--- config.mk ---
export PLATFORM = sky130hd
export DESIGN_NAME = weather_sensor_nibble_frame_decoder_flat
export DESIGN_NICKNAME = d
export VERILOG_FILES = /design/src/design/wsnfd_pkg.sv /design/src/design/wsnfd_if.sv /design/src/design/wsnfd_front.sv /design/src/design/wsnfd_fifo.sv /design/src/design/wsnfd_back.sv /design/src/design/weather_sensor_nibble_frame_decoder.sv /design/src/flat_wrapper.sv
export SDC_FILE = /design/constraint.sdc
export NUM_CORES = 1
export LEC_CHECK = 0
export BUFFER_PORTS_ARGS = -buffer_cell sky130_fd_sc_hd__buf_4
export CORE_UTILIZATION = 50
export DETAILED_ROUTE_END_ITERATION = 10
export PLACE_DENSITY = 0.78
export SLEW_MARGIN = 20
export SYNTH_ARGS = -nofsm -noshare
export SYNTH_HDL_FRONTEND = slang
export SYNTH_SLANG_ARGS = --single-unit
--- constraint.sdc ---
create_clock -name clk -period 9.45 [get_ports clk]
set_input_delay 0.4725 -clock clk [delete_from_list [all_inputs] [get_ports clk]]
set_output_delay 0.4725 -clock clk [all_outputs]
set_load 0.01 [all_outputs]
--- src/design/wsnfd_pkg.sv ---
// Shared types, constants and helpers for the nibble frame decoder.
`default_nettype none
package wsnfd_pkg;

	localparam int MAX_NIBBLES = 16;
	localparam int NIB_W       = 4;
	localparam int IDX_W       = $clog2(MAX_NIBBLES);
	localparam int BIT_CNT_W   = 5;
	// Nibbles carried to the field decoder: the type and data nibbles 1 to 13
	localparam int FRAME_NIBS  = 14;
	localparam int QUEUE_DEPTH = 2;

	localparam int CFG_ADDR_W  = 3;
	localparam int CFG_DATA_W  = 32;
	localparam int CFG_IDX_W   = CFG_ADDR_W - 2;

	localparam logic [CFG_IDX_W-1:0] REG_PREAMBLE   = CFG_IDX_W'(0);
	localparam logic [BIT_CNT_W-1:0] PREAMBLE_RESET = BIT_CNT_W'(11);

	localparam logic [NIB_W-1:0] SUM_BIAS      = NIB_W'(5);
	localparam logic [10:0]      PRESSURE_BASE = 11'd200;
	localparam logic [NIB_W-1:0] TYPE_BARO     = NIB_W'(4);
	localparam logic [NIB_W-1:0] TYPE_WIND     = NIB_W'(7);

	typedef enum logic [2:0] {
		PH_IDLE,
		PH_PRE,
		PH_NIB,
		PH_STOP,
		PH_SUM
	} phase_t;

	typedef enum logic [1:0] {
		ST_OK   = 2'd0,
		ST_STOP = 2'd1,
		ST_XOR  = 2'd2,
		ST_SUM  = 2'd3
	} stat_t;

	typedef logic [NIB_W-1:0] nib_t;

	typedef struct packed {
		stat_t                       status;
		logic                        full;
		logic [FRAME_NIBS-1:0][NIB_W-1:0] nib;
	} frame_t;

	// Index of the last data nibble (the check nibble) for each sensor type
	function automatic logic [IDX_W-1:0] data_len(input nib_t kind);
		logic [IDX_W-1:0] len;
		unique case (kind)
			4'd0:    len = IDX_W'(5);
			4'd1:    len = IDX_W'(8);
			4'd2:    len = IDX_W'(5);
			4'd3:    len = IDX_W'(8);
			4'd4:    len = IDX_W'(12);
			4'd5:    len = IDX_W'(9);
			4'd6:    len = IDX_W'(8);
			4'd7:    len = IDX_W'(14);
			4'd8:    len = IDX_W'(8);
			default: len = IDX_W'(0);
		endcase
		return len;
	endfunction

	// Three BCD-style digits to binary: h*100 + t*10 + u
	function automatic logic [10:0] bcd3(input nib_t h, input nib_t t, input nib_t u);
		logic [10:0] acc;
		acc = 11'({7'd0, h} * 11'd100) + 11'({7'd0, t} * 11'd10) + {7'd0, u};
		return acc;
	endfunction

endpackage
`default_nettype wire

--- src/design/wsnfd_if.sv ---
// Channel interfaces: bit stream in, decoded frame reports out.
`default_nettype none
interface wsnfd_bit_if;
	logic valid;
	logic ready;
	logic bit_value;
	logic frame_start;

	modport source(output valid, output bit_value, output frame_start, input ready);
	modport sink(input valid, input bit_value, input frame_start, output ready);
endinterface

interface wsnfd_res_if;
	logic               valid;
	logic               ready;
	logic [1:0]         status;
	logic [3:0]         sensor_type;
	logic [2:0]         sensor_id;
	logic signed [11:0] temp_tenths;
	logic [10:0]        humidity_tenths;
	logic [10:0]        baro_hpa;
	logic [10:0]        wind_tenths;
	logic [11:0]        rain_ticks;
	logic               rain_flag;
	logic [3:0]         unknown_nibble;

	modport source(output valid, output status, output sensor_type, output sensor_id,
		output temp_tenths, output humidity_tenths, output baro_hpa,
		output wind_tenths, output rain_ticks, output rain_flag, output unknown_nibble,
		input ready);
	modport sink(input valid, input status, input sensor_type, input sensor_id,
		input temp_tenths, input humidity_tenths, input baro_hpa,
		input wind_tenths, input rain_ticks, input rain_flag, input unknown_nibble,
		output ready);
endinterface
`default_nettype wire

--- src/design/wsnfd_front.sv ---
// Front end: frame tracking, nibble collection and check accumulation.
`default_nettype none
module wsnfd_front (
	input  wire logic                          clk,
	input  wire logic                          arst_n,
	wsnfd_bit_if.sink                          sample,
	input  wire logic [wsnfd_pkg::BIT_CNT_W-1:0] preamble,
	input  wire logic                          q_full,
	output      logic                          push,
	output      wsnfd_pkg::frame_t             entry
);

	wsnfd_pkg::phase_t phase_q, phase_d, ph_e;

	logic [wsnfd_pkg::BIT_CNT_W-1:0] bc_q, bc_d, bc_e, bc_b;
	wsnfd_pkg::nib_t                 sh_q, sh_d, sh_e, sh_b, sh_new;
	logic [wsnfd_pkg::IDX_W-1:0]     idx_q, idx_d, idx_e;
	wsnfd_pkg::nib_t                 xor_q, xor_d, xor_n;
	wsnfd_pkg::nib_t                 sum_q, sum_d, sum_n;
	wsnfd_pkg::nib_t                 store_q [wsnfd_pkg::MAX_NIBBLES];

	logic acc, clear, wr_en;
	logic in_pre, skip, shift_mode, in_sum, in_stop, nib_full, last, sum_ok;
	logic fin_sum, fin_stop, fin_xor;

	assign sample.ready = !q_full;
	assign acc   = sample.valid && sample.ready;
	assign clear = acc && sample.frame_start;

	// A frame start restarts decoding on this very bit
	assign ph_e  = sample.frame_start ? wsnfd_pkg::PH_PRE : phase_q;
	assign bc_e  = sample.frame_start ? '0 : bc_q;
	assign sh_e  = sample.frame_start ? '0 : sh_q;
	assign idx_e = sample.frame_start ? '0 : idx_q;

	assign in_pre     = (ph_e == wsnfd_pkg::PH_PRE);
	assign skip       = in_pre && (bc_e < preamble);
	assign in_sum     = (ph_e == wsnfd_pkg::PH_SUM);
	assign in_stop    = (ph_e == wsnfd_pkg::PH_STOP);
	assign shift_mode = (in_pre && !skip) || (ph_e == wsnfd_pkg::PH_NIB) || in_sum;

	assign bc_b     = in_pre ? '0 : bc_e;
	assign sh_b     = in_pre ? '0 : sh_e;
	assign sh_new   = sh_b | (wsnfd_pkg::nib_t'(sample.bit_value) << bc_b[1:0]);
	assign nib_full = (bc_b[1:0] == 2'd3);
	assign sum_ok   = (sh_new == wsnfd_pkg::nib_t'(sum_q + wsnfd_pkg::SUM_BIAS));

	// The last collected nibble still sits in the shift register during the stop bit
	assign xor_n = xor_q ^ sh_q;
	assign sum_n = wsnfd_pkg::nib_t'(sum_q + sh_q);
	assign last  = (idx_q >= wsnfd_pkg::data_len(store_q[0]));

	assign fin_sum  = in_sum && nib_full;
	assign fin_stop = in_stop && !sample.bit_value;
	assign fin_xor  = in_stop && sample.bit_value && last && (xor_n != '0);

	// Next phase
	always_comb begin
		phase_d = phase_q;
		if (acc) begin
			unique case (ph_e)
				wsnfd_pkg::PH_IDLE: phase_d = wsnfd_pkg::PH_IDLE;
				wsnfd_pkg::PH_PRE:  phase_d = skip ? wsnfd_pkg::PH_PRE : wsnfd_pkg::PH_NIB;
				wsnfd_pkg::PH_NIB:  phase_d = nib_full ? wsnfd_pkg::PH_STOP : wsnfd_pkg::PH_NIB;
				wsnfd_pkg::PH_SUM:  phase_d = nib_full ? wsnfd_pkg::PH_IDLE : wsnfd_pkg::PH_SUM;
				wsnfd_pkg::PH_STOP: begin
					if (!sample.bit_value)
						phase_d = wsnfd_pkg::PH_IDLE;
					else if (last)
						phase_d = (xor_n != '0) ? wsnfd_pkg::PH_IDLE : wsnfd_pkg::PH_SUM;
					else
						phase_d = wsnfd_pkg::PH_NIB;
				end
				default: phase_d = wsnfd_pkg::PH_IDLE;
			endcase
		end
	end

	// Counters, accumulators and the result transfer
	always_comb begin
		bc_d  = bc_q;
		sh_d  = sh_q;
		idx_d = idx_q;
		xor_d = xor_q;
		sum_d = sum_q;
		wr_en = 1'b0;
		if (acc) begin
			bc_d  = bc_e;
			sh_d  = sh_e;
			idx_d = idx_e;
			xor_d = sample.frame_start ? '0 : xor_q;
			sum_d = sample.frame_start ? '0 : sum_q;
			priority if (skip) begin
				bc_d = bc_e + 1'b1;
			end else if (shift_mode) begin
				sh_d  = sh_new;
				bc_d  = nib_full ? '0 : bc_b + 1'b1;
				wr_en = nib_full && !in_sum;
			end else if (in_stop) begin
				xor_d = xor_n;
				sum_d = sum_n;
				bc_d  = '0;
				sh_d  = '0;
				if (sample.bit_value && !last)
					idx_d = idx_q + 1'b1;
			end else begin
				bc_d = bc_e;
			end
		end
	end

	assign push = acc && (fin_sum || fin_stop || fin_xor);

	always_comb begin
		if (fin_sum)
			entry.status = sum_ok ? wsnfd_pkg::ST_OK : wsnfd_pkg::ST_SUM;
		else if (fin_stop)
			entry.status = wsnfd_pkg::ST_STOP;
		else
			entry.status = wsnfd_pkg::ST_XOR;
		entry.full = fin_sum && sum_ok;
		for (int i = 0; i < wsnfd_pkg::FRAME_NIBS; i++)
			entry.nib[i] = store_q[i];
	end

	always_ff @(posedge clk or negedge arst_n) begin
		if (!arst_n) begin
			phase_q <= wsnfd_pkg::PH_IDLE;
			bc_q    <= '0;
			sh_q    <= '0;
			idx_q   <= '0;
			xor_q   <= '0;
			sum_q   <= '0;
		end else begin
			phase_q <= phase_d;
			bc_q    <= bc_d;
			sh_q    <= sh_d;
			idx_q   <= idx_d;
			xor_q   <= xor_d;
			sum_q   <= sum_d;
		end
	end

	// Nibble store: cleared at every frame start
	always_ff @(posedge clk or negedge arst_n) begin
		if (!arst_n) begin
			for (int i = 0; i < wsnfd_pkg::MAX_NIBBLES; i++)
				store_q[i] <= '0;
		end else begin
			if (clear) begin
				for (int i = 0; i < wsnfd_pkg::MAX_NIBBLES; i++)
					store_q[i] <= '0;
			end
			if (wr_en)
				store_q[idx_e] <= sh_new;
		end
	end

	a_start_leaves_idle: assert property (@(posedge clk) disable iff (!arst_n)
		clear |=> phase_q != wsnfd_pkg::PH_IDLE)
		else $error("frame start did not open a frame");

	a_push_ends_frame: assert property (@(posedge clk) disable iff (!arst_n)
		push |=> phase_q == wsnfd_pkg::PH_IDLE)
		else $error("frame still open after its result");

endmodule
`default_nettype wire

--- src/design/wsnfd_fifo.sv ---
// Short queue of finished frames between the front end and the field decoder.
`default_nettype none
module wsnfd_fifo (
	input  wire logic              clk,
	input  wire logic              arst_n,
	input  wire logic              push,
	input  wire wsnfd_pkg::frame_t wdata,
	output      logic              full,
	input  wire logic              pop,
	output      logic              not_empty,
	output      wsnfd_pkg::frame_t rdata
);

	localparam int PTR_W = (wsnfd_pkg::QUEUE_DEPTH > 1) ? $clog2(wsnfd_pkg::QUEUE_DEPTH) : 1;
	localparam int CNT_W = $clog2(wsnfd_pkg::QUEUE_DEPTH + 1);
	localparam logic [PTR_W-1:0] LAST_PTR = PTR_W'(wsnfd_pkg::QUEUE_DEPTH - 1);

	wsnfd_pkg::frame_t mem [wsnfd_pkg::QUEUE_DEPTH];

	logic [PTR_W-1:0] wr_q, rd_q;
	logic [CNT_W-1:0] count_q;
	logic             do_push, do_pop;

	assign full      = (count_q == CNT_W'(wsnfd_pkg::QUEUE_DEPTH));
	assign not_empty = (count_q != '0);
	assign do_push   = push && !full;
	assign do_pop    = pop && not_empty;
	assign rdata     = mem[rd_q];

	always_ff @(posedge clk) begin
		if (do_push)
			mem[wr_q] <= wdata;
	end

	always_ff @(posedge clk or negedge arst_n) begin
		if (!arst_n) begin
			wr_q    <= '0;
			rd_q    <= '0;
			count_q <= '0;
		end else begin
			if (do_push)
				wr_q <= (wr_q == LAST_PTR) ? '0 : wr_q + 1'b1;
			if (do_pop)
				rd_q <= (rd_q == LAST_PTR) ? '0 : rd_q + 1'b1;
			unique case ({do_push, do_pop})
				2'b10:   count_q <= count_q + 1'b1;
				2'b01:   count_q <= count_q - 1'b1;
				default: count_q <= count_q;
			endcase
		end
	end

	a_no_overflow: assert property (@(posedge clk) disable iff (!arst_n)
		count_q <= CNT_W'(wsnfd_pkg::QUEUE_DEPTH))
		else $error("queue count beyond depth");

endmodule
`default_nettype wire

--- src/design/wsnfd_back.sv ---
// Back end: turns a queued frame into its report fields and holds the output register.
`default_nettype none
module wsnfd_back (
	input  wire logic              clk,
	input  wire logic              arst_n,
	input  wire logic              head_valid,
	input  wire wsnfd_pkg::frame_t head,
	output      logic              pop,
	wsnfd_res_if.source            report
);

	wsnfd_pkg::nib_t kind;
	logic [10:0]     mag, hum, pres, wind;
	logic [11:0]     temp, rain;
	logic            load;

	logic               valid_q;
	logic [1:0]         status_q;
	logic [3:0]         type_q;
	logic [2:0]         id_q;
	logic signed [11:0] temp_q;
	logic [10:0]        hum_q, pres_q, wind_q;
	logic [11:0]        rain_q;
	logic               raining_q;
	logic [3:0]         unk_q;

	assign kind = head.nib[0];
	assign load = head_valid && (!valid_q || report.ready);
	assign pop  = load;

	always_comb begin
		mag  = wsnfd_pkg::bcd3(head.nib[4], head.nib[3], head.nib[2]);
		// Negative when bit 3 of the id nibble is set
		temp = head.nib[1][3] ? 12'(-{1'b0, mag}) : {1'b0, mag};
		if (kind == wsnfd_pkg::TYPE_WIND)
			hum = wsnfd_pkg::bcd3(head.nib[6], head.nib[5], '0);
		else
			hum = wsnfd_pkg::bcd3(head.nib[7], head.nib[6], head.nib[5]);
		pres = (kind == wsnfd_pkg::TYPE_BARO)
			? wsnfd_pkg::PRESSURE_BASE + wsnfd_pkg::bcd3(head.nib[10], head.nib[9], head.nib[8])
			: '0;
		wind = (kind == wsnfd_pkg::TYPE_WIND)
			? wsnfd_pkg::bcd3(head.nib[9], head.nib[8], head.nib[7]) : '0;
		rain = (kind == wsnfd_pkg::TYPE_WIND)
			? {head.nib[12], head.nib[11], head.nib[10]} : '0;
	end

	always_ff @(posedge clk or negedge arst_n) begin
		if (!arst_n)
			valid_q <= 1'b0;
		else if (load)
			valid_q <= 1'b1;
		else if (report.ready)
			valid_q <= 1'b0;
	end

	// Failed frames carry only status and type
	always_ff @(posedge clk) begin
		if (load) begin
			status_q  <= head.status;
			type_q    <= kind;
			id_q      <= head.full ? head.nib[1][2:0] : '0;
			temp_q    <= head.full ? temp : '0;
			hum_q     <= head.full ? hum : '0;
			pres_q    <= head.full ? pres : '0;
			wind_q    <= head.full ? wind : '0;
			rain_q    <= head.full ? rain : '0;
			raining_q <= head.full && (kind == wsnfd_pkg::TYPE_WIND) && head.nib[1][1];
			unk_q     <= (head.full && (kind == wsnfd_pkg::TYPE_WIND)) ? head.nib[13] : '0;
		end
	end

	assign report.valid           = valid_q;
	assign report.status          = status_q;
	assign report.sensor_type     = type_q;
	assign report.sensor_id       = id_q;
	assign report.temp_tenths     = temp_q;
	assign report.humidity_tenths = hum_q;
	assign report.baro_hpa        = pres_q;
	assign report.wind_tenths     = wind_q;
	assign report.rain_ticks      = rain_q;
	assign report.rain_flag       = raining_q;
	assign report.unknown_nibble  = unk_q;

	a_error_fields_zero: assert property (@(posedge clk) disable iff (!arst_n)
		valid_q && (status_q != wsnfd_pkg::ST_OK) |->
			(temp_q == '0) && (hum_q == '0) && (pres_q == '0) && (rain_q == '0) && !raining_q)
		else $error("failed frame reported with data fields");

endmodule
`default_nettype wire

--- src/design/weather_sensor_nibble_frame_decoder.sv ---
// Top level of the nibble frame decoder: register port, front end, queue and field decoder.
// Takes one bit per cycle unless stalled; a frame report is queued, then registered.
// The bit input stalls only while the two-entry frame queue is full behind a held report.
// Asynchronous active-low reset: decoder idle, nibble store cleared, preamble length 11.
`default_nettype none
module weather_sensor_nibble_frame_decoder (
	input  wire logic                             clk,
	input  wire logic                             arst_n,
	wsnfd_bit_if.sink                             sample,
	wsnfd_res_if.source                           report,
	input  wire logic                             psel,
	input  wire logic                             penable,
	input  wire logic                             pwrite,
	input  wire logic [wsnfd_pkg::CFG_ADDR_W-1:0] paddr,
	input  wire logic [wsnfd_pkg::CFG_DATA_W-1:0] pwdata,
	output      logic [wsnfd_pkg::CFG_DATA_W-1:0] prdata,
	output      logic                             pready
);

	logic [wsnfd_pkg::BIT_CNT_W-1:0] preamble_q;
	logic [wsnfd_pkg::CFG_IDX_W-1:0] reg_idx;
	logic                            q_full, push, pop, q_valid;
	wsnfd_pkg::frame_t               entry, head;

	assign pready  = 1'b1;
	assign reg_idx = paddr[wsnfd_pkg::CFG_ADDR_W-1:2];

	always_comb begin
		if (reg_idx == wsnfd_pkg::REG_PREAMBLE)
			prdata = wsnfd_pkg::CFG_DATA_W'(preamble_q);
		else
			prdata = '0;
	end

	always_ff @(posedge clk or negedge arst_n) begin
		if (!arst_n)
			preamble_q <= wsnfd_pkg::PREAMBLE_RESET;
		else if (psel && penable && pwrite && pready && (reg_idx == wsnfd_pkg::REG_PREAMBLE))
			preamble_q <= pwdata[wsnfd_pkg::BIT_CNT_W-1:0];
	end

	wsnfd_front u_front (
		.clk      (clk),
		.arst_n   (arst_n),
		.sample   (sample),
		.preamble (preamble_q),
		.q_full   (q_full),
		.push     (push),
		.entry    (entry)
	);

	wsnfd_fifo u_fifo (
		.clk       (clk),
		.arst_n    (arst_n),
		.push      (push),
		.wdata     (entry),
		.full      (q_full),
		.pop       (pop),
		.not_empty (q_valid),
		.rdata     (head)
	);

	wsnfd_back u_back (
		.clk        (clk),
		.arst_n     (arst_n),
		.head_valid (q_valid),
		.head       (head),
		.pop        (pop),
		.report     (report)
	);

endmodule
`default_nettype wire
--- src/flat_wrapper.sv ---
// flat-port wrapper written by rule: the top's interface ports become plain ports
module weather_sensor_nibble_frame_decoder_flat 
  (clk, arst_n, psel, penable, pwrite, paddr, pwdata, prdata, pready, sample_valid, sample_bit_value, sample_frame_start, sample_ready, report_valid, report_status, report_sensor_type, report_sensor_id, report_temp_tenths, report_humidity_tenths, report_baro_hpa, report_wind_tenths, report_rain_ticks, report_rain_flag, report_unknown_nibble, report_ready);
  wsnfd_bit_if sample_i ();
  wsnfd_res_if report_i ();
  input  wire logic clk;
  input  wire logic arst_n;
  input  wire logic psel;
  input  wire logic penable;
  input  wire logic pwrite;
  input  wire logic [wsnfd_pkg::CFG_ADDR_W-1:0] paddr;
  input  wire logic [wsnfd_pkg::CFG_DATA_W-1:0] pwdata;
  output      logic [wsnfd_pkg::CFG_DATA_W-1:0] prdata;
  output      logic pready;
  input wire logic [$bits(sample_i.valid)-1:0] sample_valid;
  input wire logic [$bits(sample_i.bit_value)-1:0] sample_bit_value;
  input wire logic [$bits(sample_i.frame_start)-1:0] sample_frame_start;
  output wire logic [$bits(sample_i.ready)-1:0] sample_ready;
  output wire logic [$bits(report_i.valid)-1:0] report_valid;
  output wire logic [$bits(report_i.status)-1:0] report_status;
  output wire logic [$bits(report_i.sensor_type)-1:0] report_sensor_type;
  output wire logic [$bits(report_i.sensor_id)-1:0] report_sensor_id;
  output wire logic [$bits(report_i.temp_tenths)-1:0] report_temp_tenths;
  output wire logic [$bits(report_i.humidity_tenths)-1:0] report_humidity_tenths;
  output wire logic [$bits(report_i.baro_hpa)-1:0] report_baro_hpa;
  output wire logic [$bits(report_i.wind_tenths)-1:0] report_wind_tenths;
  output wire logic [$bits(report_i.rain_ticks)-1:0] report_rain_ticks;
  output wire logic [$bits(report_i.rain_flag)-1:0] report_rain_flag;
  output wire logic [$bits(report_i.unknown_nibble)-1:0] report_unknown_nibble;
  input wire logic [$bits(report_i.ready)-1:0] report_ready;
  assign sample_i.valid = sample_valid;
  assign sample_i.bit_value = sample_bit_value;
  assign sample_i.frame_start = sample_frame_start;
  assign sample_ready = sample_i.ready;
  assign report_valid = report_i.valid;
  assign report_status = report_i.status;
  assign report_sensor_type = report_i.sensor_type;
  assign report_sensor_id = report_i.sensor_id;
  assign report_temp_tenths = report_i.temp_tenths;
  assign report_humidity_tenths = report_i.humidity_tenths;
  assign report_baro_hpa = report_i.baro_hpa;
  assign report_wind_tenths = report_i.wind_tenths;
  assign report_rain_ticks = report_i.rain_ticks;
  assign report_rain_flag = report_i.rain_flag;
  assign report_unknown_nibble = report_i.unknown_nibble;
  assign report_i.ready = report_ready;
  weather_sensor_nibble_frame_decoder u_core (.clk(clk), .arst_n(arst_n), .sample(sample_i), .report(report_i), .psel(psel), .penable(penable), .pwrite(pwrite), .paddr(paddr), .pwdata(pwdata), .prdata(prdata), .pready(pready));
endmodule
After elaboration in Yosys (flattened, before gate mapping)
Memories as Yosys holds them, arrays and structs flattened.
Cells that the tools add are included.
{"block": "word_totals", "register_bits": 169, "mem_bits_rw": 118, "romBits": 64, "out_inout_bits": 106, "word_cells": 183, "mem_count": 2}
{"memory": "u_core.u_fifo.mem", "depth": 2, "word_bits": 59, "read_ports": 1, "rd_ports_with_merged_regs": 0, "wr": 1, "line": "wsnfd_fifo.sv:18", "text": "wsnfd_pkg::frame_t mem [wsnfd_pkg::QUEUE_DEPTH];"}
{"memory": "(no name shown)", "depth": 16, "word_bits": 4, "read_ports": 1, "rd_ports_with_merged_regs": 0, "wr": 0, "line": "wsnfd_pkg.sv:51", "text": "unique case (kind)"}
{"block": "op_classes", "addsub": 20, "mul": 10, "n_lt_le_gt_ge": 4, "n_eq_ne": 11, "shift": 1, "muxes": 53, "bitwise": 4, "reduce_logical": 40}
{"operator": "$mux W64", "n": 2}
{"operator": "$mux W4", "n": 19}
{"operator": "$bwmux W64", "n": 1}
{"operator": "$add A11 B8 Y11", "n": 5}
{"operator": "$mul A4 B5 Y9 const B", "n": 5}
{"operator": "$add A11 B4 Y11", "n": 4}
{"operator": "$mul A4 B3 Y7 const B", "n": 5}
{"operator": "$mux W5", "n": 7}
{"operator": "$logic_and A1 B1 Y1", "n": 22}
{"operator": "$mux W11", "n": 2}
{"operator": "$demux W4 S4", "n": 1}
{"operator": "$mux W3", "n": 5}
{"operator": "$neg A11 Y12", "n": 1}
{"operator": "$pmux W3 S4", "n": 1}
{"operator": "$add A8 B11 Y11 const A", "n": 1}
{"operator": "$add A5 B1 Y5 const B", "n": 2}
{"operator": "$mux W1", "n": 10}
{"operator": "$eq A4 B3 Y1 const B", "n": 2}
{"operator": "$mux W2", "n": 4}
{"operator": "$eq A2 B2 Y1 const B", "n": 3}
{"operator": "$eq A3 B2 Y1 const B", "n": 2}
{"operator": "$logic_not A1 Y1", "n": 6}
{"operator": "$reduce_and A2 Y1", "n": 3}
{"operator": "$reduce_bool A2 Y1", "n": 3}
{"operator": "other kinds (22)", "n": 27}

Logic depth before layout (Yosys ltp)
Gate-level depths: netlist of run 1.
{"block": "depth", "ltp_word": 11, "mapped_depth": 20}

By module
A second synthesis of run 1 with hierarchy kept.
{"block": "unflattened", "cells_unflattened": 1298, "hier_area_um2": 16082.9}
{"mod": "wsnfd_back", "n_inst": 1, "cells_per_inst": 577, "area_each_um2": 6206.0, "seq_area_each_um2": 2157.1}
{"mod": "wsnfd_fifo", "n_inst": 1, "cells_per_inst": 202, "area_each_um2": 4703.3, "seq_area_each_um2": 3643.5}
{"mod": "wsnfd_front", "n_inst": 1, "cells_per_inst": 473, "area_each_um2": 4703.3, "seq_area_each_um2": 2001.9}
{"mod": "weather_sensor_nibble_frame_decoder", "n_inst": 1, "cells_per_inst": 46, "area_each_um2": 470.5, "seq_area_each_um2": 128.9}

Worst setup path before layout of run 1
Ideal clock, no wire load.
{"block": "synth_timing", "path_type": "reg2reg", "from": "register u_core.u_front.store_q, in the netlist u_core.u_front.entry[0]", "to": "memory u_core.u_fifo.mem[0][0] (netlist bit) (enable)", "setup_ps": 548, "arrival_ps": 5830, "setup_slack_ps": 3072, "stages_incl_launch_ff": 12, "cell_sequence": "dfrtp_1 > ha_1 > a21oi_1 > nor2_1 > ha_1 > nand2b_1 > a21o_1 > a21o_1 > a21oi_1 > o21a_1 > o21a_1 > nor3_1"}
{"block": "synth_between", "elab_chain_cells": 9}
{"element": "start: declaration", "line": "wsnfd_front.sv:20", "text": "wsnfd_pkg::nib_t store_q [wsnfd_pkg::MAX_NIBBLES];"}
{"element": "start signal: indexed assignment", "line": "wsnfd_front.sv:155", "text": "store_q[idx_e] <= sh_new;"}
{"element": "$mem_v2 Z16 W4"}
{"element": "$ge A4 B4 Y1", "line": "wsnfd_front.sv:51", "text": "assign last = (idx_q >= wsnfd_pkg::data_len(store_q[0]));"}
{"element": "$logic_and A1 B1 Y1 (2 in a row)", "line": "wsnfd_front.sv:55", "text": "assign fin_xor = in_stop && sample.bit_value && last && (xor_n != '0);"}
{"element": "$logic_or A1 B1 Y1", "line": "wsnfd_front.sv:112", "text": "assign push = acc && (fin_sum || fin_stop || fin_xor);"}
{"element": "$logic_and A1 B1 Y1", "line": "wsnfd_front.sv:112"}
{"element": "$logic_and A1 B1 Y1", "line": "wsnfd_fifo.sv:26", "text": "assign do_push = push && !full;"}
{"element": "$mux W1", "line": "wsnfd_fifo.sv:31", "text": "if (do_push)"}
{"element": "$mux W1 (not written as such)", "line": "wsnfd_fifo.sv:32", "text": "mem[wr_q] <= wdata;"}
{"element": "end: declaration", "line": "wsnfd_fifo.sv:18"}
Every way passes these cells.

Worst setup path in the final report of run 1
{"block": "layout_timing", "from": "register u_core.u_fifo.rd_q", "to": "register u_core.u_back.temp_q[10], in the netlist u_core.u_back.report.temp_tenths[10] (data pin)"}
{"block": "layout_between", "elab_chain_cells": 6}
{"element": "start: declaration", "line": "wsnfd_fifo.sv:20", "text": "logic [PTR_W-1:0] wr_q, rd_q;"}
{"element": "start signal: assignment", "line": "wsnfd_fifo.sv:44", "text": "rd_q <= (rd_q == LAST_PTR) ? '0 : rd_q + 1'b1;"}
{"element": "$mem_v2 Z2 W59 (*)"}
{"element": "$mul A4 B5 Y9 / $mul A4 B3 Y7 (equally long branches)", "line": "wsnfd_pkg.sv:69", "text": "acc = 11'({7'd0, h} * 11'd100) + 11'({7'd0, t} * 11'd10) + {7'd0, u};"}
{"element": "$add A11 B8 Y11", "line": "wsnfd_pkg.sv:69"}
{"element": "$add A11 B4 Y11", "line": "wsnfd_pkg.sv:69"}
{"element": "$neg A11 Y12", "line": "wsnfd_back.sv:34", "text": "temp = head.nib[1][3] ? 12'(-{1'b0, mag}) : {1'b0, mag};"}
{"element": "$mux W11", "line": "wsnfd_back.sv:34"}
{"element": "end signal: assignment", "line": "wsnfd_back.sv:63", "text": "temp_q <= head.full ? temp : '0;"}
{"element": "end: declaration", "line": "wsnfd_back.sv:21", "text": "logic signed [11:0] temp_q;"}
Mark *: on every way between the ends. The rest lies on a longest branch, timed or not.
A chain may end at the register's enable or synchronous reset.

==> metrics.yaml, run 1 <==
cells_and_area:
  fillerInstances: 2432
  finalNetCount: 1617
  drive_gt1_share_pct: 14.16
  syn_to_final_growth_pct: 12.61
  diodes: 0
yosys:
  synth-seq-cells: 279
  synth_area_leaders: "edfxtp_1 37%, dfrtp_1 14%, ha_1 12%, mux2i_1 3.9%, fa_1 3.1%"
  synthesis.area_sq_mm: 0.01546
  synthCells: 1314
  ys.flop_type: "edfxtp_1"
  synth_top_area_share_pct: 36.70
  ys_seq_area_share_pct: 51.29
  synth_area_per_cell_sq_um: 11.77
  yosys_warnings: 0
  synth_edf_count: 189
  ys_types: 63
  synthArstFlopShare_pct: 32.26
  synth_area_leader_cell: "edfxtp_1"
floorplanning:
  die-area_sq_mm: 0.03163
  boundaryPins: 150
  initial_core_util_pct: 50.68
  die_h_microns: 177.9
  die_x_microns: 177.9
  coreArea_sq_mm: 0.03051
  fp-row-count: 64
place:
  dp.final_hpwl_microns: 19660
  place_ws_ns: 4.089
  io_buffers: 92
  gp_congestion: 0.8353
critical_path:
  cp-start-kind: "register"
  criticalPathCategory: "reg -> reg"
  worstPathArrival_ns: 5.70
  worstSetupEndpointType: "register"
  cp_max_fo: 51
  rr_worst_depth: 15
  cp.required_ns: 9.76
grt:
  grt_pass1_vias: 9794
  grt_max_degree: 71
  grt_usage_pct: 18.77
  grt_pass1_wl_microns: 47710
  grt_overflow: 0
  antenna_found_initial: 0
clock_tree:
  cts_buffers: 29
  cts_root_buf: "clkbuf_16"
  cts_tree: "yes"
  post_cts_resized: 0
  clk_latency_ns: 0.56
  cts_sinks: 279
  htreeDepth: 1
  post-cts-setup-buffer-count: 0
  clkTransAtPathRegs_ns: 0.07
  clockBufferDepth: 3
sta:
  setup_slack_ns: 4.061
  relSlewSlack_pct: 29.19
  fin_crit_sh_pct: 57.03
  tightest_slew_ns: 1.062
  period_needed_ns: 5.389
  skew_ns: 0.01385
  fmax_mhz: 185.6
  rsz0062_at_grt: "no"
  hold_viol_final: 0
  maxSlewViolCount: 0
  setup_viol_count_final: 0
  setup_total_negative_slack_ns: 0
power:
  p_leak_uw: 0.007545
  peakVddDrop_mv: 0.2075
  power.density_mw_per_mm2: 373.2
drt:
  via_per_inst: 5.422
  ant_nets: 0
  drt_iter0_drc: 670
  routedWlPerCell_microns: 15.97
  drcViolationCount: 0
  vias: 9885
  wirelength_microns: 29120
  drtPass1Iterations: 5
min_path:
  hp-class: "in -> reg"
  hold_depth: 2
run:
  max_cap_violations: 0
outcome:
  outcome: "finished clean"
per-layer routing:
layer | share of wire [%] | GRT usage (%) | vias up
li1 | - | - | 4838
met1 | 42 | 22.55 | 4766
met2 | 51 | 34.63 | 228
met3 | 4.0 | 2.656 | 53
met4 | 2.5 | 5.413 | 0
met5 | 0 | 0 | -
report_power, final:
part | switching (uW) | total, uW | leakage [uW] | internal [uW]
registers | 101 | 1640 | 0.00306 | 1540
clock network | 478 | 1110 | 0.000455 | 627
logic | 2090 | 3750 | 0.00403 | 1660
total | 2670 | 6500 | 0.00754 | 3830
layout make-up:
class,count,area (sq um),share of cell area (%)
Sequential cell,279,7933,45.56
Multi-Input combinational cell,895,6910,39.69
Clock buffer,42,845.8,4.857
Timing Repair Buffer,103,775.7,4.455
Tap cell,396,495.5,2.845
Inverter,96,360.3,2.069
Clock inverter,12,92.59,0.5317
flip-flops by register name (all words and copies together) (netlist names), 5 cells and up:
| signal | count |
|---|---|
| u_core.preamble_q | 5 |
| u_core.u_back.report.baro_hpa | 11 |
| u_core.u_back.report.humidity_tenths | 11 |
| u_core.u_back.report.rain_ticks | 12 |
| u_core.u_back.report.temp_tenths | 12 |
| u_core.u_back.report.wind_tenths | 11 |
| u_core.u_fifo.mem | 118 |
| u_core.u_front.bc_q | 5 |
| u_core.u_front.entry | 56 |
path summary, 6_finish.rpt:
| path | from | end | slack [ns] |
|---|---|---|---|
| hold / removal | report_ready | u_core.u_back.report.valid | 0.11 |
| max in group asynchronous | arst_n | u_core.u_front.entry[19] | 7.87 |
| setup / recovery | u_core.u_fifo.rd_q | u_core.u_back.report.temp_tenths[10] | 4.06 |
| setup reg to reg | u_core.u_fifo.rd_q | u_core.u_back.report.temp_tenths[10] | 4.06 |
| min in group asynchronous | arst_n | u_core.preamble_q[2] | 0.39 |
| hold reg to reg | u_core.u_front.entry[17] | u_core.u_fifo.mem[0][17] | 0.46 |
synth_stat cells (15+ instances only):
cell        n
a21o_1     16
a21oi_1    55
buf_4      28
clkbuf_1   25
dfrtp_1    87
edfxtp_1  189
fa_1       24
ha_1      145
inv_1      96
mux2_2     32
mux2i_1    60
nand2_1    66
nand2b_1   15
nand3_1    49
nor2_1     93
nor2b_1    19
nor3_1     31
o21ai_0    61
xnor2_1    43
xor2_1     26
cell families (layout without fill, tap and decap cells):
kind of cell / Yosys count / after routing / share of synthesized area (%)
DFF: 279 / 279 / 51.29
muxes: 92 / 92 / 6.214
buffers and inverters: 166 / 253 / 4.855
AOI/OAI and AO/OA: 220 / 220 / 8.803
and+or+nand+nor: 317 / 317 / 10.04
adders and majority gates: 169 / 169 / 14.84
xor gates and xnor gates: 69 / 69 / 3.908
other: 2 / 28 / 0.04857
critical path: stages (launching register included):
cell      delay, ns
dfrtp_2        0.62
buf_4          0.70
mux2i_1        0.42
inv_1          0.09
ha_1           0.30
ha_1           0.23
fa_1           0.45
ha_1           0.29
ha_1           0.37
o21ai_0        0.23
nor2_1         0.10
o311ai_0       0.75
nor2_1         0.08
a31oi_1        0.23
xor2_1         0.17
nor2_1         0.05
per-stage QoR:
| stage | total power [uW] | std cells | cell area [sq um] | hold slack [ns] | util (%) |
|---|---|---|---|---|---|
| floorplan | 4564 | 1340 | 15560 | 0.1769 | - |
| global placement | 5285 | 1768 | 16460 | 0.4426 | 53.97 |
| detailed placement | 5397 | 1768 | 16460 | 0.4471 | 53.97 |
| CTS | 6537 | 1823 | 17410 | 0.09953 | 57.07 |
| global route | 7078 | 1823 | 17410 | 0.1016 | 57.07 |
| finish | 6499 | 1823 | 17410 | 0.1091 | 57.07 |
what timing repair did:
item,CTS,global route
hold buffers,1,0
setup endpoints to repair,0,0
hold endpoints to repair,28,0
cells in the final DEF (no fill, tap or decap), drive strengths merged, types with 43 or more instances in the layout:
master	instances
o21ai	73
inv	99
xnor2	43
a21oi	55
nand2	66
dfrtp	87
nand3	49
ha	145
buf	102
mux2i	60
edfxtp	189
nor2	95
Power figures use the tool's default switching activity.
==> inputs of run 2 (changes only) <==
PLACE_DENSITY = 0.81   (was 0.78)
clock period = 4.65 ns   (was 9.45 ns; I/O delays follow)
==> run 2 against run 1 <==
Count of clock-buffer cells in the layout down 7. Wire length up 4.7%. Combinational power up 110%. Fmax up 21%. Sequential share of layout area down 0.73 points. Die area unchanged. First-iteration DRC count down 3.0%. Non-clock buffer count up 17. Clock skew up 0.0016 ns. Hold slack worse by 0.029 ns. Critical path type unchanged. Critical endpoint is now u_core.u_back.report.temp_tenths[9]. Largest power group unchanged. Highest routed layer unchanged.
==> metrics.yaml, run 2 (synthesized netlist as in run 1, its figures left out) <==
outcome:
  outcome: "finished clean"
power:
  sw_frac_of_total_pct: 40.87  # -0.20 points
  switchingPower_uw: 5604  # +110%
  combPwrFrac_pct: 57.9  # +0.2 points
  p_clk_share_pct: 17.8  # +0.8 points
  intPower_uw: 8108  # +110%
  power.density_mw_per_mm2: 774.6  # +110%
  p_leak_uw: 0.007692  # +1.9%
  peakVddDrop_mv: 0.4505  # +120%
  pwr-share-seq_pct: 24.3  # -1.0 points
cells_and_area:
  fillerInstances: 2406  # -1.1%
  layout.cells.most_common: "edfxtp_1"
  finalNetCount: 1634  # +1.1%
  largest_reg_flops: 118  # unchanged
  drive_gt1_share_pct: 15.24  # +1.1 points
  layout_common_cells: "189 x edfxtp_1, 145 x ha_1, 109 x buf_4, 96 x inv_1, 92 x nor2_1"
  top_register: "u_core.u_fifo.mem"
  fin_area_sq_mm: 0.01770  # +1.7%
  syn_to_final_growth_pct: 14.48
  diodes: 0  # unchanged
drt:
  vias: 10110  # +2.3%
  ant_nets: 0  # unchanged
  wirelength_microns: 30480  # +4.7%
  routedWlPerCell_microns: 16.57  # +3.7%
  drt_iter0_drc: 650  # -3.0%
  drcViolationCount: 0  # unchanged
  via_per_inst: 5.495  # +1.3%
  drtPass1Iterations: 7  # +2
floorplanning:
  die_h_microns: 177.9  # unchanged
  fp-row-count: 64  # unchanged
  boundaryPins: 150  # unchanged
  die-area_sq_mm: 0.03163  # unchanged
  die_x_microns: 177.9  # unchanged
  coreArea_sq_mm: 0.03051  # unchanged
  initial_core_util_pct: 50.68  # unchanged
critical_path:
  reg2reg_to: "u_core.u_back.report.temp_tenths[9]"
  path_buf_inv: 1  # -1
  cp_max_fo: 11  # -78%
  rr_worst_depth: 15  # unchanged
  critPathMaxStageDelay_ns: 0.56  # -0.19 ns
  cp.required_ns: 4.95  # -4.81 ns
  worstSetupEndpointType: "register"
  slowest_stage: "dfrtp_4"
  reg2reg_from: "u_core.u_fifo.rd_q"
  r2r_slack_ns: 0.21  # -3.85 ns
  criticalPathCategory: "reg -> reg"
  cp-start-kind: "register"
  cp_cell_sequence: "mux2i_2 -> inv_1 -> ha_1 -> ha_1 -> fa_1 -> xnor2_1 -> ha_1 -> ha_1 -> o21ai_0 -> nor2_1 -> nor2_1 -> or3_1 -> o31ai_1 -> xnor2_1 -> nor2_1"
  cpMostUsedCell: "ha_1"
  worst_path_dominant_cell_family: "adder cells"
  worstPathArrival_ns: 4.73  # -0.97 ns
sta:
  fmax_mhz: 225.4  # +21%
  setup_viol_count_final: 0  # unchanged
  hold_slack_ns: 0.07971  # -0.02938 ns
  skew_ns: 0.01542  # +0.001568 ns
  period_needed_ns: 4.437  # -0.9521 ns
  hold_viol_final: 0  # unchanged
  maxSlewViolCount: 0  # unchanged
  tightest_slew_ns: 1.084  # +0.02153 ns
  fin_crit_sh_pct: 95.42  # +38 points
  relSlewSlack_pct: 27.75  # -1.4 points
min_path:
  hold_depth: 3  # +1
  hp-start: "sample_bit_value"
  holdPathEnd: "u_core.u_front.idx_q[0]"
  hp-class: "in -> reg"
place:
  gp_congestion: 0.8989  # +7.6%
  io_buffers: 92  # unchanged
  dp.final_hpwl_microns: 20900  # +6.3%
  place_area_sq_mm: 0.01658  # +0.69%
clock_tree:
  htreeDepth: 1  # unchanged
  cts_root_buf: "clkbuf_16"
  cts_buffers: 29  # unchanged
  clockBufferDepth: 3  # unchanged
  cts_tree: "yes"
  clkTransAtPathRegs_ns: 0.07  # about the same
  cts_sinks: 279  # unchanged
  clk_latency_ns: 0.55  # about the same
grt:
  grt_max_degree: 60  # -15%
  grt_overflow: 0  # unchanged
  antenna_found_initial: 0  # unchanged
  grt_pass1_vias: 10260  # +4.8%
  grt_pass1_wl_microns: 49470  # +3.7%
  grt_usage_pct: 19.56  # +0.79 points
run:
  max_cap_violations: 0  # unchanged
==> run 2: cell count changes in the layout (fill, tap and decap cells not counted), sizes merged <==
cell,previous run,this run
clkinv,6,8
buf,102,113
bufinv,0,5
dlygate4sd3,1,7
clkbuf,42,35
inv,99,100
clkinvlp,3,2
==> run 2: final cells by class <==
type                            count  area [sq um]  area share [%]
Inverter                           96         360.3           2.036
Timing Repair Buffer              120         958.4           5.414
Sequential cell                   279          7935           44.83
Multi-Input combinational cell    895          6932           39.16
Tap cell                          396         495.5           2.799
Clock buffer                       35         778.2           4.396
Clock inverter                     19         242.7           1.371
==> run 2: how the worst max path moves through the flow <==
stage	startpoint	end	slack, ns	cells past startpoint
floorplan	u_core.u_fifo.rd_q	u_core.u_back.report.temp_tenths[10]	0.0008	19
global route	u_core.u_fifo.rd_q	u_core.u_back.report.temp_tenths[10]	-0.009	16
finish	u_core.u_fifo.rd_q	u_core.u_back.report.temp_tenths[9]	0.21	15
detailed placement	u_core.u_fifo.rd_q	u_core.u_back.report.humidity_tenths[9]	0.1	16
CTS	u_core.u_fifo.rd_q	u_core.u_back.report.humidity_tenths[9]	0.06	16
global placement	u_core.u_fifo.rd_q	u_core.u_back.report.humidity_tenths[9]	0.19	16
==> run 2: metrics by stage <==
step	std cells	setup WS (ns)	power, uW	util (%)	setup TNS (ns)
2_1_floorplan	1340	0.0007541	9273	-	0
3_3_place_gp	1777	0.1875	10800	54.25	0
3_5_place_dp	1778	0.09918	11120	54.34	0
4_1_cts	1839	0.06041	13670	57.92	0
5_1_grt	1840	-0.009130	14840	58.02	-0.009130
6_report	1840	0.2130	13710	58.02	0
==> run 2: worst register-to-register path: cells and delay by family, from the launching register on <==
kind | cells | cell delay [ns]
buf+inv | 1 | 0.10
simple gates | 4 | 0.86
fa+ha+maj | 5 | 1.54
flops | 1 | 0.56
xor+xnor | 2 | 0.34
compound gates | 2 | 0.46
mux | 1 | 0.32
==> run 2: metal layers <==
layer  wire length [microns]  up-vias  GRT usage, %
met5                       0        -             0
met4                     965        0         7.407
met3                    1450       70         2.614
met2                   15410      274         34.92
met1                   12660     4894         23.90
li1                        -     4873             -
==> run 2: timing repair <==
action,CTS,global route
resized for setup,1,5
hold buffers,7,0
cloned,0,0
setup endpoints to repair,1,6
buffers inserted,0,1
hold endpoints to repair,47,0
==> run 2: power groups by stage <==
stage	Combinational [uW]	Sequential, uW	Clock [uW]
floorplan	5830	3440	0
global placement	7410	3380	0
detailed placement	7730	3390	0
CTS	7850	3350	2470
global route	8900	3370	2570
finish	7940	3340	2440
==> inputs of run 3 (changes only) <==
==> constraint.sdc (replaced) <==
create_clock -name clk -period 4.65 [get_ports clk]
set_input_delay 0.6975 -clock clk [delete_from_list [all_inputs] [get_ports clk]]
set_output_delay 0.6975 -clock clk [all_outputs]
set_load 0.01 [all_outputs]
==> run 3 against run 2 <==
Clock power hardly changed. Sequential cell count did not move. Via count grew 1.1%. Combinational power hardly changed. Die area is the same. Clock skew shrank 0.0026 ns. Wire length rose by 0.95%. Largest cell class unchanged.
==> metrics.yaml, run 3 (synthesized netlist as in run 1, its figures left out) <==
critical_path:
  cp_max_fo: 13  # +2
  criticalPathCategory: "reg -> reg"
  cp-start-kind: "register"
  worstPathArrival_ns: 4.70  # -0.03 ns
  rr_worst_depth: 16  # +1
  worstSetupEndpointType: "register"
  cp.required_ns: 4.94  # about the same
clock_tree:
  cts_buffers: 29  # unchanged
  cts_sinks: 279  # unchanged
  clkTransAtPathRegs_ns: 0.06  # about the same
  cts_tree: "yes"
  clk_latency_ns: 0.55  # about the same
  cts_root_buf: "clkbuf_16"
  postCtsHoldBufs: 0  # -7
  htreeDepth: 1  # unchanged
  clockBufferDepth: 3  # unchanged
sta:
  tightest_slew_ns: 1.011  # -0.07227 ns
  maxSlewViolCount: 0  # unchanged
  rsz0062_at_grt: "no"
  period_needed_ns: 4.405  # -0.03235 ns
  fin_crit_sh_pct: 94.72  # -0.70 points
  fmax_mhz: 227.0  # +0.73%
  hold_viol_final: 0  # unchanged
  setup_total_negative_slack_ns: 0  # unchanged
  relSlewSlack_pct: 32.57  # +4.8 points
  skew_ns: 0.01283  # -0.002584 ns
  setup_viol_count_final: 0  # unchanged
  setup_slack_ns: 0.2453  # +0.03235 ns
floorplanning:
  die_h_microns: 177.9  # unchanged
  fp-row-count: 64  # unchanged
  die_x_microns: 177.9  # unchanged
  boundaryPins: 150  # unchanged
  die-area_sq_mm: 0.03163  # unchanged
  initial_core_util_pct: 50.68  # unchanged
  coreArea_sq_mm: 0.03051  # unchanged
drt:
  drtPass1Iterations: 5  # -2
  drcViolationCount: 0  # unchanged
  wirelength_microns: 30770  # +0.95%
  via_per_inst: 5.563  # +1.2%
  ant_nets: 0  # unchanged
  vias: 10220  # +1.1%
  routedWlPerCell_microns: 16.75  # +1.1%
  drt_iter0_drc: 607  # -6.6%
grt:
  grt_pass1_vias: 10410  # +1.4%
  grt_pass1_wl_microns: 50200  # +1.5%
  antenna_found_initial: 1  # +1
  grt_overflow: 0  # unchanged
  grt_usage_pct: 19.84  # +0.29 points
  grt_max_degree: 60  # unchanged
cells_and_area:
  multi_input_area_sq_mm: 0.006927  # about the same
  diodes: 0  # unchanged
  drive_gt1_share_pct: 15.61  # +0.38 points
  top_register: "u_core.u_fifo.mem"
  layout_common_cells: "189 x edfxtp_1, 145 x ha_1, 114 x buf_4, 96 x inv_1, 92 x nor2_1"
  fillerInstances: 2394  # -0.50%
  syn_to_final_growth_pct: 14.14
  largest_reg_flops: 118  # unchanged
  layout.cells.most_common: "edfxtp_1"
  register_area_sq_mm: 0.007935  # unchanged
  finalNetCount: 1631  # -0.18%
place:
  place_ws_ns: 0.1108  # +0.01164 ns
  dp.final_hpwl_microns: 21370  # +2.3%
  io_buffers: 92  # unchanged
  gp_congestion: 0.8989  # unchanged
run:
  max_cap_violations: 0  # unchanged
min_path:
  hp-class: "in -> async"
outcome:
  outcome: "finished clean"
power:
  peakVddDrop_mv: 0.5202  # +15%
  power.density_mw_per_mm2: 777.8  # +0.41%
  p_leak_uw: 0.007682  # -0.12%
-- run 3: cell types whose count changed in the layout (fill, tap and decap cells not counted), sizes merged --
cell and change:
dlygate4sd3 -7, clkinvlp +1, inv +1, clkbuf -2, buf +4
-- run 3: cell type report --
type / count / area share, %
Clock inverter: 21 / 1.496
Sequential cell: 279 / 44.96
Multi-Input combinational cell: 895 / 39.25
Tap cell: 396 / 2.807
Timing Repair Buffer: 117 / 5.140
Clock buffer: 33 / 4.310
Inverter: 96 / 2.042
-- run 3: metrics by stage --
step,area [sq um],hold slack (ns),total power (uW),util (%),cells
after floorplan,15570,0.4019,9273,-,1340
after global placement,16580,0.4473,10790,54.35,1781
after detailed placement,16600,0.4534,11160,54.41,1782
after CTS,17630,0.1774,13700,57.77,1836
after global routing,17650,0.2135,14880,57.85,1837
final,17650,0.1616,13730,57.85,1837
-- run 3: path summary, 6_finish.rpt --
path	startpoint	end	slack, ns
max	u_core.u_fifo.rd_q	u_core.u_back.report.baro_hpa[9]	0.25
min	arst_n	u_core.u_fifo.count_q[1]	0.16
max reg2reg	u_core.u_fifo.rd_q	u_core.u_back.report.baro_hpa[9]	0.25
min reg2reg	u_core.u_front.entry[14]	u_core.u_fifo.mem[1][14]	0.46
max in group asynchronous	arst_n	u_core.u_fifo.rd_q	3.41
min in group clk	report_ready	u_core.u_back.report.valid	0.34
-- run 3: report_power, final --
part	switching (uW)	internal [uW]	leakage, uW
clock network	979	1470	0.000500
logic	4440	3500	0.00413
registers	203	3130	0.00306
-- run 3: routing by layer --
metal | share of wire [%] | track usage [%] | wire length [microns] | vias up
met2 | 51 | 35.88 | 15740 | 298
met4 | 2.6 | 6.802 | 809 | 0
met1 | 41 | 24.16 | 12600 | 4988
met5 | 0 | 0 | 0 | -
met3 | 5.3 | 2.635 | 1625 | 65
li1 | - | - | - | 4868
-- run 3: worst max-delay path: stages, from the launching register on --
cell and delay [ns]:
dfrtp_4 0.57, buf_6 0.23, mux2i_1 0.29, inv_1 0.20
ha_1 0.25, ha_1 0.21, fa_1 0.44, ha_1 0.29
ha_1 0.30, ha_1 0.33, nor2b_1 0.16, o21ai_0 0.17
nand2b_1 0.12, a21o_1 0.19, a21oi_1 0.18, xor2_1 0.18
nor2_1 0.06
-- run 3: what timing repair did --
item	CTS	global route
setup buffers	0	1
setup endpoints to repair	0	9
resized for setup	0	2
